## src/hdl/fsfl_pkg.sv

```systemverilog
// ----------------------------------------------------------------------------
// fsfl_pkg
// Shared types and constants for the fixed-slot free-list allocator.
// ----------------------------------------------------------------------------
package fsfl_pkg;

  localparam int ADDR_W    = 32;
  localparam int SZ_W      = 16;
  localparam int CNT_W     = 9;
  localparam int OFF_W     = SZ_W + CNT_W;  // holds any offset below slot_stride * slot_limit
  localparam int CFG_IDX_W = 2;

  localparam int DEF_MAX_SLOTS  = 256;
  localparam int DEF_LINK_BYTES = 8;
  localparam int QUEUE_DEPTH    = 2;

  localparam logic [ADDR_W-1:0] RST_SLAB_BASE  = 32'd4096;
  localparam logic [SZ_W-1:0]   RST_OBJ_BYTES  = 16'd8;
  localparam logic [CNT_W-1:0]  RST_SLOT_TOTAL = 9'd256;

  typedef enum logic [CFG_IDX_W-1:0] {
    REG_SLAB_BASE  = 2'd0,
    REG_OBJ_BYTES  = 2'd1,
    REG_SLOT_TOTAL = 2'd2
  } reg_index_t;

  localparam logic FUNC_ACQUIRE = 1'b0;
  localparam logic FUNC_RELEASE = 1'b1;

  localparam logic [1:0] ST_OK        = 2'd0;
  localparam logic [1:0] ST_EXHAUSTED = 2'd1;
  localparam logic [1:0] ST_NOT_OWNED = 2'd2;

  typedef struct packed {
    logic              func;
    logic [ADDR_W-1:0] address;
  } in_item_t;

  typedef struct packed {
    logic [1:0]        status;
    logic [ADDR_W-1:0] slot_address;
    logic [CNT_W-1:0]  free_count;
  } out_item_t;

  typedef enum logic [1:0] {
    OP_ACQUIRE      = 2'd0,
    OP_NULL_RELEASE = 2'd1,
    OP_BAD_RELEASE  = 2'd2,
    OP_RELEASE      = 2'd3
  } op_kind_t;

  typedef struct packed {
    op_kind_t         kind;
    logic [OFF_W-1:0] offset;
  } op_t;

  typedef struct packed {
    logic [ADDR_W-1:0] base;
    logic [SZ_W-1:0]   slot_stride;
    logic [CNT_W-1:0]  slot_limit;
    logic [OFF_W-1:0]  span;
  } pool_cfg_t;

endpackage

```

## src/hdl/fsfl_ram.sv

```systemverilog
// ----------------------------------------------------------------------------
// fsfl_ram
// Generic single-write, single-read RAM with registered read data.
// ----------------------------------------------------------------------------
module fsfl_ram #(
  parameter int WIDTH = 8,
  parameter int DEPTH = 256
) (
  input  logic                     clk,
  input  logic                     we,
  input  logic [$clog2(DEPTH)-1:0] waddr,
  input  logic [WIDTH-1:0]         wdata,
  input  logic [$clog2(DEPTH)-1:0] raddr,
  output logic [WIDTH-1:0]         rdata
);

  logic [WIDTH-1:0] mem [DEPTH];

  always_ff @(posedge clk) begin
    if (we) begin
      mem[waddr] <= wdata;
    end
    rdata <= mem[raddr];
  end

endmodule

```

## src/hdl/fsfl_front.sv

```systemverilog
// ----------------------------------------------------------------------------
// fsfl_front
// Input side: takes requests and sorts them into acquire, null release,
// out-of-range release and release that still needs the alignment check.
// ----------------------------------------------------------------------------
module fsfl_front (
  input  logic                 in_valid,
  output logic                 in_stall,
  input  fsfl_pkg::in_item_t   in_data,
  input  logic                 busy,
  input  fsfl_pkg::pool_cfg_t  cfg,
  input  logic                 q_full,
  output logic                 q_push,
  output fsfl_pkg::op_t        q_op
);
  import fsfl_pkg::*;

  logic [ADDR_W-1:0] offset;

  assign offset   = in_data.address - cfg.base;
  assign in_stall = busy || q_full;
  assign q_push   = in_valid && !in_stall;

  always_comb begin
    q_op.offset = offset[OFF_W-1:0];
    q_op.kind   = OP_ACQUIRE;
    case (in_data.func)
      FUNC_ACQUIRE: q_op.kind = OP_ACQUIRE;
      FUNC_RELEASE: begin
        if (in_data.address == '0) begin
          q_op.kind = OP_NULL_RELEASE;
        end else if (in_data.address < cfg.base || offset >= ADDR_W'(cfg.span)) begin
          q_op.kind = OP_BAD_RELEASE;
        end else begin
          q_op.kind = OP_RELEASE;
        end
      end
      default: q_op.kind = OP_ACQUIRE;
    endcase
  end

endmodule

```

## src/hdl/fsfl_queue.sv

```systemverilog
// ----------------------------------------------------------------------------
// fsfl_queue
// Short FIFO of classified operations between front and back.
// ----------------------------------------------------------------------------
module fsfl_queue (
  input  logic          clk,
  input  logic          rst,
  input  logic          push,
  input  fsfl_pkg::op_t push_op,
  output logic          full,
  output logic          valid,
  input  logic          pop,
  output fsfl_pkg::op_t head_op
);
  import fsfl_pkg::*;

  localparam int PTR_W = $clog2(QUEUE_DEPTH);

  op_t              slots [QUEUE_DEPTH];
  logic [PTR_W-1:0] wr_ptr;
  logic [PTR_W-1:0] rd_ptr;
  logic [PTR_W:0]   count;

  assign full    = count == (PTR_W+1)'(QUEUE_DEPTH);
  assign valid   = count != '0;
  assign head_op = slots[rd_ptr];

  always_ff @(posedge clk) begin
    if (push) begin
      slots[wr_ptr] <= push_op;
    end
  end

  always_ff @(posedge clk) begin
    if (rst) begin
      wr_ptr <= '0;
      rd_ptr <= '0;
      count  <= '0;
    end else begin
      if (push) begin
        wr_ptr <= wr_ptr + PTR_W'(1);
      end
      if (pop) begin
        rd_ptr <= rd_ptr + PTR_W'(1);
      end
      case ({push, pop})
        2'b10:   count <= count + (PTR_W+1)'(1);
        2'b01:   count <= count - (PTR_W+1)'(1);
        default: count <= count;
      endcase
    end
  end

endmodule

```

## src/hdl/fsfl_back.sv

```systemverilog
// ----------------------------------------------------------------------------
// fsfl_back
// Execution side: owns the link memory, head, empty flag and in-use count.
// Rebuilds ascending list, pops on acquire, divides, pushes aligned release.
// ----------------------------------------------------------------------------
module fsfl_back #(
  parameter int MAX_SLOTS = fsfl_pkg::DEF_MAX_SLOTS
) (
  input  logic                clk,
  input  logic                rst,
  input  logic                rebuild,
  input  fsfl_pkg::pool_cfg_t cfg,
  input  logic                q_valid,
  input  fsfl_pkg::op_t       q_op,
  output logic                q_pop,
  output logic                busy,
  output logic                out_valid,
  input  logic                out_stall,
  output fsfl_pkg::out_item_t out_data
);
  import fsfl_pkg::*;

  localparam int IDX_W  = $clog2(MAX_SLOTS);
  localparam int STEP_W = $clog2(CNT_W);

  typedef enum logic [4:0] {
    S_INIT = 5'b00001,
    S_IDLE = 5'b00010,
    S_ACQ  = 5'b00100,
    S_DIV  = 5'b01000,
    S_PUSH = 5'b10000
  } state_t;

  state_t            state;
  logic [IDX_W-1:0]  sweep_idx;
  logic [IDX_W-1:0]  head;
  logic              list_empty;
  logic [CNT_W-1:0]  used;
  logic [ADDR_W-1:0] product;
  logic [OFF_W-1:0]  rem;
  logic [OFF_W-1:0]  divisor;
  logic [CNT_W-1:0]  quot;
  logic [STEP_W-1:0] step;

  logic              ram_we;
  logic [IDX_W-1:0]  ram_waddr;
  logic [IDX_W:0]    ram_wdata;
  logic [IDX_W:0]    ram_rdata;   // {end mark, next index}

  logic              sweep_last;
  logic              out_free;
  logic              rem_ge;
  logic              res_load;
  logic [CNT_W-1:0]  used_inc;
  logic [CNT_W-1:0]  used_dec;
  logic [IDX_W-1:0]  rel_idx;

  assign sweep_last = (32'(sweep_idx) + 32'd1) == 32'(cfg.slot_limit);
  assign out_free   = !out_valid || !out_stall;
  assign q_pop      = (state == S_IDLE) && q_valid && out_free;
  assign busy       = (state == S_INIT);
  assign used_inc   = (used < cfg.slot_limit) ? used + CNT_W'(1) : used;
  assign used_dec   = (used != '0) ? used - CNT_W'(1) : used;
  assign rel_idx    = IDX_W'(quot);
  assign rem_ge     = rem >= divisor;

  // a result is loaded into the output register this cycle
  always_comb begin
    res_load = 1'b0;
    if (!rebuild) begin
      case (state)
        S_IDLE: res_load = q_pop && (q_op.kind == OP_NULL_RELEASE ||
                                     q_op.kind == OP_BAD_RELEASE ||
                                     (q_op.kind == OP_ACQUIRE && list_empty));
        S_ACQ:   res_load = 1'b1;
        S_PUSH:  res_load = 1'b1;
        default: res_load = 1'b0;
      endcase
    end
  end

  always_comb begin
    ram_we    = 1'b0;
    ram_waddr = sweep_idx;
    ram_wdata = {sweep_last, sweep_idx + IDX_W'(1)};
    if (state == S_INIT) begin
      ram_we = cfg.slot_limit != '0;
      if (sweep_last) begin
        ram_wdata = {1'b1, {IDX_W{1'b0}}};
      end
    end else if (state == S_PUSH && rem == '0) begin
      ram_we    = 1'b1;
      ram_waddr = rel_idx;
      ram_wdata = list_empty ? {1'b1, {IDX_W{1'b0}}} : {1'b0, head};
    end
  end

  fsfl_ram #(
    .WIDTH(IDX_W + 1),
    .DEPTH(MAX_SLOTS)
  ) u_link (
    .clk  (clk),
    .we   (ram_we),
    .waddr(ram_waddr),
    .wdata(ram_wdata),
    .raddr(head),
    .rdata(ram_rdata)
  );

  always_ff @(posedge clk) begin
    if (rst) begin
      out_valid <= 1'b0;
    end else if (res_load) begin
      out_valid <= 1'b1;
    end else if (!out_stall) begin
      out_valid <= 1'b0;
    end
  end

  always_ff @(posedge clk) begin
    if (rst) begin
      state      <= S_INIT;
      sweep_idx  <= '0;
      head       <= '0;
      list_empty <= 1'b0;
      used       <= '0;
    end else begin
      if (rebuild) begin
        state     <= S_INIT;
        sweep_idx <= '0;
      end else begin
        case (state)
          S_INIT: begin
            head       <= '0;
            used       <= '0;
            list_empty <= cfg.slot_limit == '0;
            if (cfg.slot_limit == '0 || sweep_last) begin
              state <= S_IDLE;
            end else begin
              sweep_idx <= sweep_idx + IDX_W'(1);
            end
          end
          S_IDLE: begin
            if (q_pop) begin
              case (q_op.kind)
                OP_ACQUIRE: begin
                  if (list_empty) begin
                    out_data.status       <= ST_EXHAUSTED;
                    out_data.slot_address <= '0;
                    out_data.free_count   <= cfg.slot_limit - used;
                  end else begin
                    product <= ADDR_W'(head) * ADDR_W'(cfg.slot_stride);
                    state   <= S_ACQ;
                  end
                end
                OP_NULL_RELEASE: begin
                  out_data.status       <= ST_OK;
                  out_data.slot_address <= '0;
                  out_data.free_count   <= cfg.slot_limit - used;
                end
                OP_BAD_RELEASE: begin
                  out_data.status       <= ST_NOT_OWNED;
                  out_data.slot_address <= '0;
                  out_data.free_count   <= cfg.slot_limit - used;
                end
                OP_RELEASE: begin
                  rem     <= q_op.offset;
                  divisor <= OFF_W'(cfg.slot_stride) << (CNT_W - 1);
                  quot    <= '0;
                  step    <= STEP_W'(CNT_W - 1);
                  state   <= S_DIV;
                end
                default: state <= S_IDLE;
              endcase
            end
          end
          S_ACQ: begin
            out_data.status       <= ST_OK;
            out_data.slot_address <= cfg.base + product;
            out_data.free_count   <= cfg.slot_limit - used_inc;
            used                  <= used_inc;
            if (ram_rdata[IDX_W]) begin
              list_empty <= 1'b1;
            end else begin
              head <= ram_rdata[IDX_W-1:0];
            end
            state <= S_IDLE;
          end
          S_DIV: begin
            // restoring division; quotient is known to fit CNT_W bits
            if (rem_ge) begin
              rem <= rem - divisor;
            end
            quot    <= {quot[CNT_W-2:0], rem_ge};
            divisor <= divisor >> 1;
            if (step == '0) begin
              state <= S_PUSH;
            end else begin
              step <= step - STEP_W'(1);
            end
          end
          S_PUSH: begin
            out_data.slot_address <= '0;
            if (rem == '0) begin
              head                <= rel_idx;
              list_empty          <= 1'b0;
              used                <= used_dec;
              out_data.status     <= ST_OK;
              out_data.free_count <= cfg.slot_limit - used_dec;
            end else begin
              out_data.status     <= ST_NOT_OWNED;
              out_data.free_count <= cfg.slot_limit - used;
            end
            state <= S_IDLE;
          end
          default: state <= S_IDLE;
        endcase
      end
    end
  end

  a_used_bound: assert property (@(posedge clk) disable iff (rst)
    (state != S_INIT) |-> (used <= cfg.slot_limit))
    else $error("in-use count above slot count");

  a_quot_bound: assert property (@(posedge clk) disable iff (rst)
    (state == S_PUSH) |-> (quot < cfg.slot_limit))
    else $error("release index outside pool");

  a_out_held_free: assert property (@(posedge clk) disable iff (rst)
    (state == S_ACQ || state == S_DIV || state == S_PUSH) |-> !out_valid)
    else $error("output register busy during multi-cycle operation");

endmodule

```

## src/hdl/fixed_slot_free_list_allocator_top.sv

```systemverilog
// Fixed-slot pool allocator with a LIFO free list. A request passes the
// combinational front into the queue, then the back handles one request at a
// time: an acquire from a non-empty list reads the link memory and forms
// index * slot stride, then adds base; a null or out-of-range release and an
// acquire from an empty list answer straight from the idle state; an in-range
// release runs the 9-step restoring division that gives slot index and
// alignment remainder. After reset and after every register write the link
// memory is rebuilt as an ascending chain, one entry a cycle; input is stalled meanwhile.
// ----------------------------------------------------------------------------
// fixed_slot_free_list_allocator_top
// Configuration registers, derived slot stride and span, and the front / queue /
// back pipeline.
// ----------------------------------------------------------------------------
module fixed_slot_free_list_allocator_top #(
  parameter int MAX_SLOTS  = fsfl_pkg::DEF_MAX_SLOTS,
  parameter int LINK_BYTES = fsfl_pkg::DEF_LINK_BYTES
) (
  input  logic                                 clk,
  input  logic                                 rst,
  input  logic                                 in_valid,
  output logic                                 in_stall,
  input  fsfl_pkg::in_item_t                   in_data,
  output logic                                 out_valid,
  input  logic                                 out_stall,
  output fsfl_pkg::out_item_t                  out_data,
  input  logic                                 cfg_valid,
  output logic                                 cfg_ready,
  input  logic [fsfl_pkg::CFG_IDX_W-1:0]       cfg_index,
  input  logic [fsfl_pkg::ADDR_W-1:0]          cfg_data
);
  import fsfl_pkg::*;

  logic [ADDR_W-1:0] slab_base;
  logic [SZ_W-1:0]   obj_bytes;
  logic [CNT_W-1:0]  slot_total;
  logic [OFF_W-1:0]  span;
  logic [SZ_W-1:0]   slot_stride;
  logic [CNT_W-1:0]  slot_limit;
  logic              rebuild;
  pool_cfg_t         pool_cfg;

  logic              busy;
  logic              q_push;
  logic              q_full;
  logic              q_valid;
  logic              q_pop;
  op_t               front_op;
  op_t               back_op;

  assign cfg_ready = 1'b1;
  assign rebuild   = cfg_valid && (cfg_index == REG_SLAB_BASE ||
                                   cfg_index == REG_OBJ_BYTES ||
                                   cfg_index == REG_SLOT_TOTAL);

  assign slot_limit  = (32'(slot_total) > MAX_SLOTS) ? CNT_W'(MAX_SLOTS) : slot_total;
  assign slot_stride = (32'(obj_bytes) < LINK_BYTES) ? SZ_W'(LINK_BYTES) : obj_bytes;

  assign pool_cfg.base        = slab_base;
  assign pool_cfg.slot_stride = slot_stride;
  assign pool_cfg.slot_limit  = slot_limit;
  assign pool_cfg.span        = span;

  always_ff @(posedge clk) begin
    if (rst) begin
      slab_base  <= RST_SLAB_BASE;
      obj_bytes  <= RST_OBJ_BYTES;
      slot_total <= RST_SLOT_TOTAL;
    end else if (cfg_valid) begin
      case (cfg_index)
        REG_SLAB_BASE:  slab_base  <= cfg_data;
        REG_OBJ_BYTES:  obj_bytes  <= cfg_data[SZ_W-1:0];
        REG_SLOT_TOTAL: slot_total <= cfg_data[CNT_W-1:0];
        default: ;
      endcase
    end
  end

  // settles during the rebuild sweep, before any request is taken
  always_ff @(posedge clk) begin
    span <= OFF_W'(slot_stride) * OFF_W'(slot_limit);
  end

  fsfl_front u_front (
    .in_valid(in_valid),
    .in_stall(in_stall),
    .in_data (in_data),
    .busy    (busy),
    .cfg     (pool_cfg),
    .q_full  (q_full),
    .q_push  (q_push),
    .q_op    (front_op)
  );

  fsfl_queue u_queue (
    .clk    (clk),
    .rst    (rst),
    .push   (q_push),
    .push_op(front_op),
    .full   (q_full),
    .valid  (q_valid),
    .pop    (q_pop),
    .head_op(back_op)
  );

  fsfl_back #(
    .MAX_SLOTS(MAX_SLOTS)
  ) u_back (
    .clk      (clk),
    .rst      (rst),
    .rebuild  (rebuild),
    .cfg      (pool_cfg),
    .q_valid  (q_valid),
    .q_op     (back_op),
    .q_pop    (q_pop),
    .busy     (busy),
    .out_valid(out_valid),
    .out_stall(out_stall),
    .out_data (out_data)
  );

endmodule
```

## config.mk

```make
export PLATFORM = sky130hd
export DESIGN_NAME = fixed_slot_free_list_allocator_top
export DESIGN_NICKNAME = d
export VERILOG_FILES = /design/src/hdl/fsfl_pkg.sv /design/src/hdl/fsfl_ram.sv /design/src/hdl/fsfl_front.sv /design/src/hdl/fsfl_queue.sv /design/src/hdl/fsfl_back.sv /design/src/hdl/fixed_slot_free_list_allocator_top.sv
export SDC_FILE = /design/constraint.sdc
export NUM_CORES = 2
export LEC_CHECK = 0
export ABC_AREA = 1
export BUFFER_PORTS_ARGS = -buffer_cell sky130_fd_sc_hd__buf_2
export CORE_ASPECT_RATIO = 0.75
export CORE_UTILIZATION = 50
export DETAILED_ROUTE_END_ITERATION = 12
export GPL_TIMING_DRIVEN = 1
export PLACE_DENSITY_LB_ADDON = 0.12
export SYNTH_ARGS = -nofsm -noshare
export SYNTH_HDL_FRONTEND = slang
export SYNTH_SLANG_ARGS = --single-unit
```

## constraint.sdc

```tcl
create_clock -name clk -period 17.8 [get_ports clk]
set_clock_uncertainty 0.15 [all_clocks]
set_input_delay 2.67 -clock clk [delete_from_list [all_inputs] [get_ports clk]]
set_output_delay 2.67 -clock clk [all_outputs]
set_load 0.05 [all_outputs]
```

# Yosys cells after proc, flatten, opt, wreduce, memory -nomap -nowiden
# Memory sizes are Yosys's and may differ from the RTL's. A register that Yosys moved wholly into a read port is not among the register bits.
# Cells that the tools add are included.
# classes
muxes	60
n_lt_le_gt_ge	6
n_reduce_logical	46
addsub	15
multipliers	2
n_eq_ne	28
bitwise	5
# op_table
op	count
case mux 43 bit (3 select lines)	2
two-way mux 25 bit	5
case mux 25 bit (2 select lines)	2
two-way mux 43 bit	2
two-way mux 9 bit	9
two-way mux 8 bit	6
adder 32 x 24 -> 32 bit	1
== test 32 x 9 -> 1 bit	1
>= comparator 32 x 25 -> 1 bit	1
zero test 32 bit	1
less-than comparator 32 bit	1
subtractor 32 bit	1
case mux 9 bit (3 select lines)	1
subtractor 9 bit	3
>= comparator 25 bit	1
zero test 25 bit	1
multiplier 16 x 9 -> 25 bit	1
subtractor 25 bit	1
multiplier 8 x 16 -> 24 bit	1
case mux 8 bit (3 select lines)	1
AND reduction 6 bit	4
two-way mux 5 bit	4
nonzero test 9 bit	2
less-than comparator 16 x 4 -> 1 bit (second input constant)	1
other kinds (47)	109
# totals
register_bits	247
elab_cells	185
memories	2
ramBits	2358
# memory_table
name	depth	width	read_ports	rd_clocked_by_memory_dff	write_ports	line_no	source
u_back.u_link.mem	256	9	1	1	1	fsfl_ram.sv:17	logic [WIDTH-1:0] mem [DEPTH];
u_queue.slots	2	27	1	1	1	fsfl_queue.sv:19	op_t slots [QUEUE_DEPTH];

# Longest topological paths before layout
# depth
word_depth	7
depth_mapped	28

# Cells and area by module
# A second synthesis with hierarchy kept.
# unflattened
hier_cells	11712
area_unflattened_um2	122404.9
# modules_own_cells
mod	n_inst	seq_area_each_um2	area_each_um2	cells_each
fsfl_ram	1	69366.5	93519.7	7826
fsfl_back	1	4484.3	15951.5	2178
fixed_slot_free_list_allocator_top	1	1641.6	7544.7	1011
fsfl_front	1	0.0	3111.7	580
fsfl_queue	1	1721.7	2277.2	117

# Worst setup path after synthesis
# Ideal clock, no wire load.
# synth_path
path_type	register -> register
from	register u_back.sweep_idx[0]
to	memory u_back.u_link.mem[0][8] (netlist name) (data pin)
arrival_time_ns	11.688
path_slack_ns	3.687
period_less_slack_ns	14.113
stages_incl_launch_ff	9
setup_ns	2.275
cell_sequence	dfxtp_1 -> ha_1 -> nand3_1 -> nor2_1 -> nand3_1 -> xor2_1 -> nor3_1 -> nand3_1 -> a21boi_0
# synth_between
elab_chain_len	4
word_cells_on_any_way	5
# synth_rtl
item	line_no	source
start: declaration	fsfl_back.sv:35	logic [IDX_W-1:0] sweep_idx;
start signal: assignment	fsfl_back.sv:140	sweep_idx <= sweep_idx + IDX_W'(1);
adder 8 x 1 -> 9 bit *	fsfl_back.sv:58	assign sweep_last = (32'(sweep_idx) + 32'd1) == 32'(cfg.slot_limit);
== test 32 x 9 -> 1 bit *	fsfl_back.sv:58	
two-way mux 9 bit, on equally long branches	fsfl_back.sv:91, fsfl_back.sv:88	
two-way mux 9 bit *	fsfl_back.sv:86	if (state == S_INIT) begin
net u_back.ram_wdata[8]	fsfl_back.sv:47	logic [IDX_W:0] ram_wdata;
end: declaration	fsfl_ram.sv:17	
# The timed path passes the listed nets; every way through them passes the cells marked *.

# Worst setup path in the final report
# layout_path
from	register slot_total[8]
to	memory u_back.u_link.mem[222][4] (netlist name) (data pin)
# layout_between
elab_chain_len	5
# layout_rtl
item	line_no	source
start: declaration	fixed_slot_free_list_allocator_top.sv:35	logic [CNT_W-1:0] slot_total;
start signal: assignment	fixed_slot_free_list_allocator_top.sv:72	REG_SLOT_TOTAL: slot_total <= cfg_data[CNT_W-1:0];
> comparator 9 bit	fixed_slot_free_list_allocator_top.sv:55	assign slot_limit = (32'(slot_total) > MAX_SLOTS) ? CNT_W'(MAX_SLOTS) : slot_total;
two-way mux 9 bit *	fixed_slot_free_list_allocator_top.sv:55	
== test 32 x 9 -> 1 bit *	fsfl_back.sv:58	
two-way mux 9 bit *	fsfl_back.sv:88	if (sweep_last) begin
two-way mux 9 bit *	fsfl_back.sv:86	
net u_back.ram_wdata[4]	fsfl_back.sv:47	
# Marked as above.

==> flow_metrics.py <==
metrics = {
    "status": {
        "status": "completed",
    },
    "sta": {
        "hold_viol": 0,
        "period_needed_ps": 7120,
        "final.period_utilization_pct": 40.0,
        "timing.fmax_ghz": 0.140,
        "grt_setup_unrepaired": "false",
        "fin_tns_setup_ps": 0,
        "slew_viol_final": 0,
        "slew_headroom_pct": 1.94,
        "setup_viol": 0,
        "worst-slew-pin-transition_ps": 1470,
    },
    "synth": {
        "synth_top_area_share_pct": 63.1,
        "synth_top_area_cell": "edfxtp_1",
        "ys_warn_count": 0,
        "ys_seq_area_share_pct": 65.2,
        "synthTopCellsByCount": "edfxtp_1, nor2_1, o21ai_0, nand2_1, inv_1",
        "synth_seq_cells": 2614,
        "synthMostInstantiatedCell": "edfxtp_1",
        "synth.area.top_cells": "edfxtp_1, o21ai_0, nor2_1, nand2_1, fa_1",
        "syn_nets": 11200,
        "synthesis.area_um2": 118000,
        "synth-edff-count": 2486,
        "synth_ff_type": "edfxtp_1",
        "ys_types": 53,
        "async_flop_share_pct": 0,
        "syn_avg_cell_area_um2": 11.1,
        "synthCells": 10700,
    },
    "finish": {
        "final_core_util_pct": 55.3,
        "drive_gt1_share_pct": 6.40,
        "area_growth_syn_to_layout_pct": 9.77,
        "nets": 11000,
    },
    "detailed_routing": {
        "wl_per_cell_um": 25.5,
        "initialDrtViolationCount": 10100,
        "vias_per_cell": 5.98,
        "drt-total-wl_um": 353000,
        "dr.pass1.iters": 7,
        "ant_nets": 0,
        "drc": 0,
        "num_vias": 82800,
    },
    "worst_setup_path": {
        "cp.arrival_ps": 7490,
        "critPathMaxFanout": 85,
        "r2r_start": "slot_total[8]",
        "start_kind": "flop",
        "setup.worst_path.end_class": "flop",
        "crit_type": "flop to flop",
        "startpoint": "slot_total[8]",
        "critPathRequiredTime_ps": 18170,
    },
    "floorplanning": {
        "initial_core_util_pct": 50.4,
        "die_area_um2": 239000,
        "num_rows": 154,
        "ios": 118,
        "core-area_um2": 235000,
        "die_w_um": 564,
        "dieHeight_um": 423,
    },
    "cts": {
        "postCtsSetupBuffers": 0,
        "cts_hold_buffers": 0,
        "cts_tree": "built",
        "cts-root-buf": "clkbuf_16",
        "cts_max_level": 5,
        "clkSinkCount": 2614,
        "cts.clk_slew.worst_paths_ps": 60,
        "clk_latency_ps": 870,
        "cts_buffers": 267,
        "post_cts_resized": 0,
        "cts_buffer_depth": 4,
    },
    "global_routing": {
        "grt_pass1_vias": 77300,
        "grtUsageTotal_pct": 29.1,
        "grt_antenna_before_repair": 13,
        "overflow": 0,
        "grt_max_degree": 202,
        "grt_pass1_wl_um": 518000,
    },
    "flow_run": {
        "cap_violations": 0,
    },
    "power": {
        "ir_worst_vdd_mv": 0.127,
        "p_leak_nw": 47.1,
        "power.density_nw_per_um2": 109,
    },
    "hold_path": {
        "hp-class": "flop to flop",
        "hp-start": "u_queue.rd_ptr",
    },
    "place": {
        "dp_hpwl_um": 213000,
        "gp_congestion": 0.933,
        "portBuffers": 116,
    },
}
==> per-stage QoR <==
| stage | cells | power [mW] | setup slack (ps) | area [µm²] | hold WS, ps |
|---|---|---|---|---|---|
| 6_report | 13800 | 14.2 | 10680 | 130000 | 332 |
| 5_1_grt | 13800 | 14.6 | 10300 | 130000 | 370 |
| 4_1_cts | 13800 | 14.2 | 10790 | 130000 | 325 |
| 3_5_place_dp | 13400 | 8.70 | 10750 | 122000 | 316 |
| 3_3_place_gp | 13400 | 8.68 | 10970 | 122000 | 311 |
| 2_1_floorplan | 10700 | 8.14 | 3690 | 118000 | 294 |
==> sequential cells by signal, indices dropped and copies added, names as in the netlist, 24 cells and up, named ones only <==
signal,count
u_back.u_link.mem,2304
u_queue.slots,54
u_back.out_data,43
slab_base,32
span,25
u_back.rem,25
u_back.divisor,24
u_back.product,24
==> cell usage in the layout, fill, tap and decap left out, drive strengths merged, types with 128 or more instances in the layout <==
cell | synthesis | layout
inv | 674 | 687
nand2 | 1330 | 1330
o21ai | 1394 | 1394
edfxtp | 2486 | 2486
buf | 156 | 235
nand3 | 654 | 654
clkbuf | 482 | 328
ha | 228 | 228
o22ai | 587 | 587
dfxtp | 128 | 128
a21oi | 281 | 281
fa | 189 | 189
nor2 | 1743 | 1743
==> final cells by class <==
| type | count | area [µm²] |
|---|---|---|
| clock buffer | 328 | 7090 |
| inverter | 684 | 2600 |
| sequential | 2614 | 77200 |
| tap | 3120 | 3900 |
| clock inverter | 131 | 1290 |
| multi-input combinational | 6733 | 36200 |
| antenna | 4 | 10.0 |
| timing repair buffer | 235 | 1620 |
| fill | 19900 | 105000 |
==> worst paths after layout <==
check	slack, ps	cells past startpoint	to
worst min register to register	330	2	u_queue.rd_ptr
worst max register to register	10680	12	u_back.u_link.mem[222][4]
worst max-delay path	10680	12	u_back.u_link.mem[222][4]
worst min-delay path	330	2	u_queue.rd_ptr
==> worst max-delay path: stages (launching register included) <==
cell and delay, ps:
dfxtp_1 300, buf_4 330, inv_2 200, nand2_1 430, clkinv_1 640, xor2_1 370, nor3_1 90, nand3_1 300
nand2_1 500, o21ai_4 850, buf_4 860, buf_4 710, buf_4 850
==> report_power, final <==
group          total (mW)  internal (mW)  switching, mW  leakage (nW)
clock                5.54           3.17           2.37          4.10
sequential           6.92           6.87         0.0545          23.6
combinational        1.69          0.418           1.27          19.4
total                14.2           10.5           3.70          47.1
==> cells by family (layout without fill, tap and decap cells) <==
family                   Yosys count  in the layout  share of synthesized area (%)
AND/OR/NAND/NOR                 3829           3829                           13.1
flip-flops                      2614           2614                           65.2
AO/OA/AOI/OAI                   2374           2374                           10.9
buffers and inverters           1322           1378                           4.33
adder cells (fa/ha/maj)          417            417                           5.61
XOR/XNOR                         110            110                          0.814
multiplexers                       2              2                         0.0169
other                              1              5                        0.00317
==> layer usage <==
metal,global-route usage (%),vias up,part of all wire (%)
li1,-,37400,-
met1,45.8,41100,46
met2,40.7,3883,42
met3,6.29,484,10
met4,7.15,0,2.3
met5,0,-,0
(Power assumes the default switching activity.)
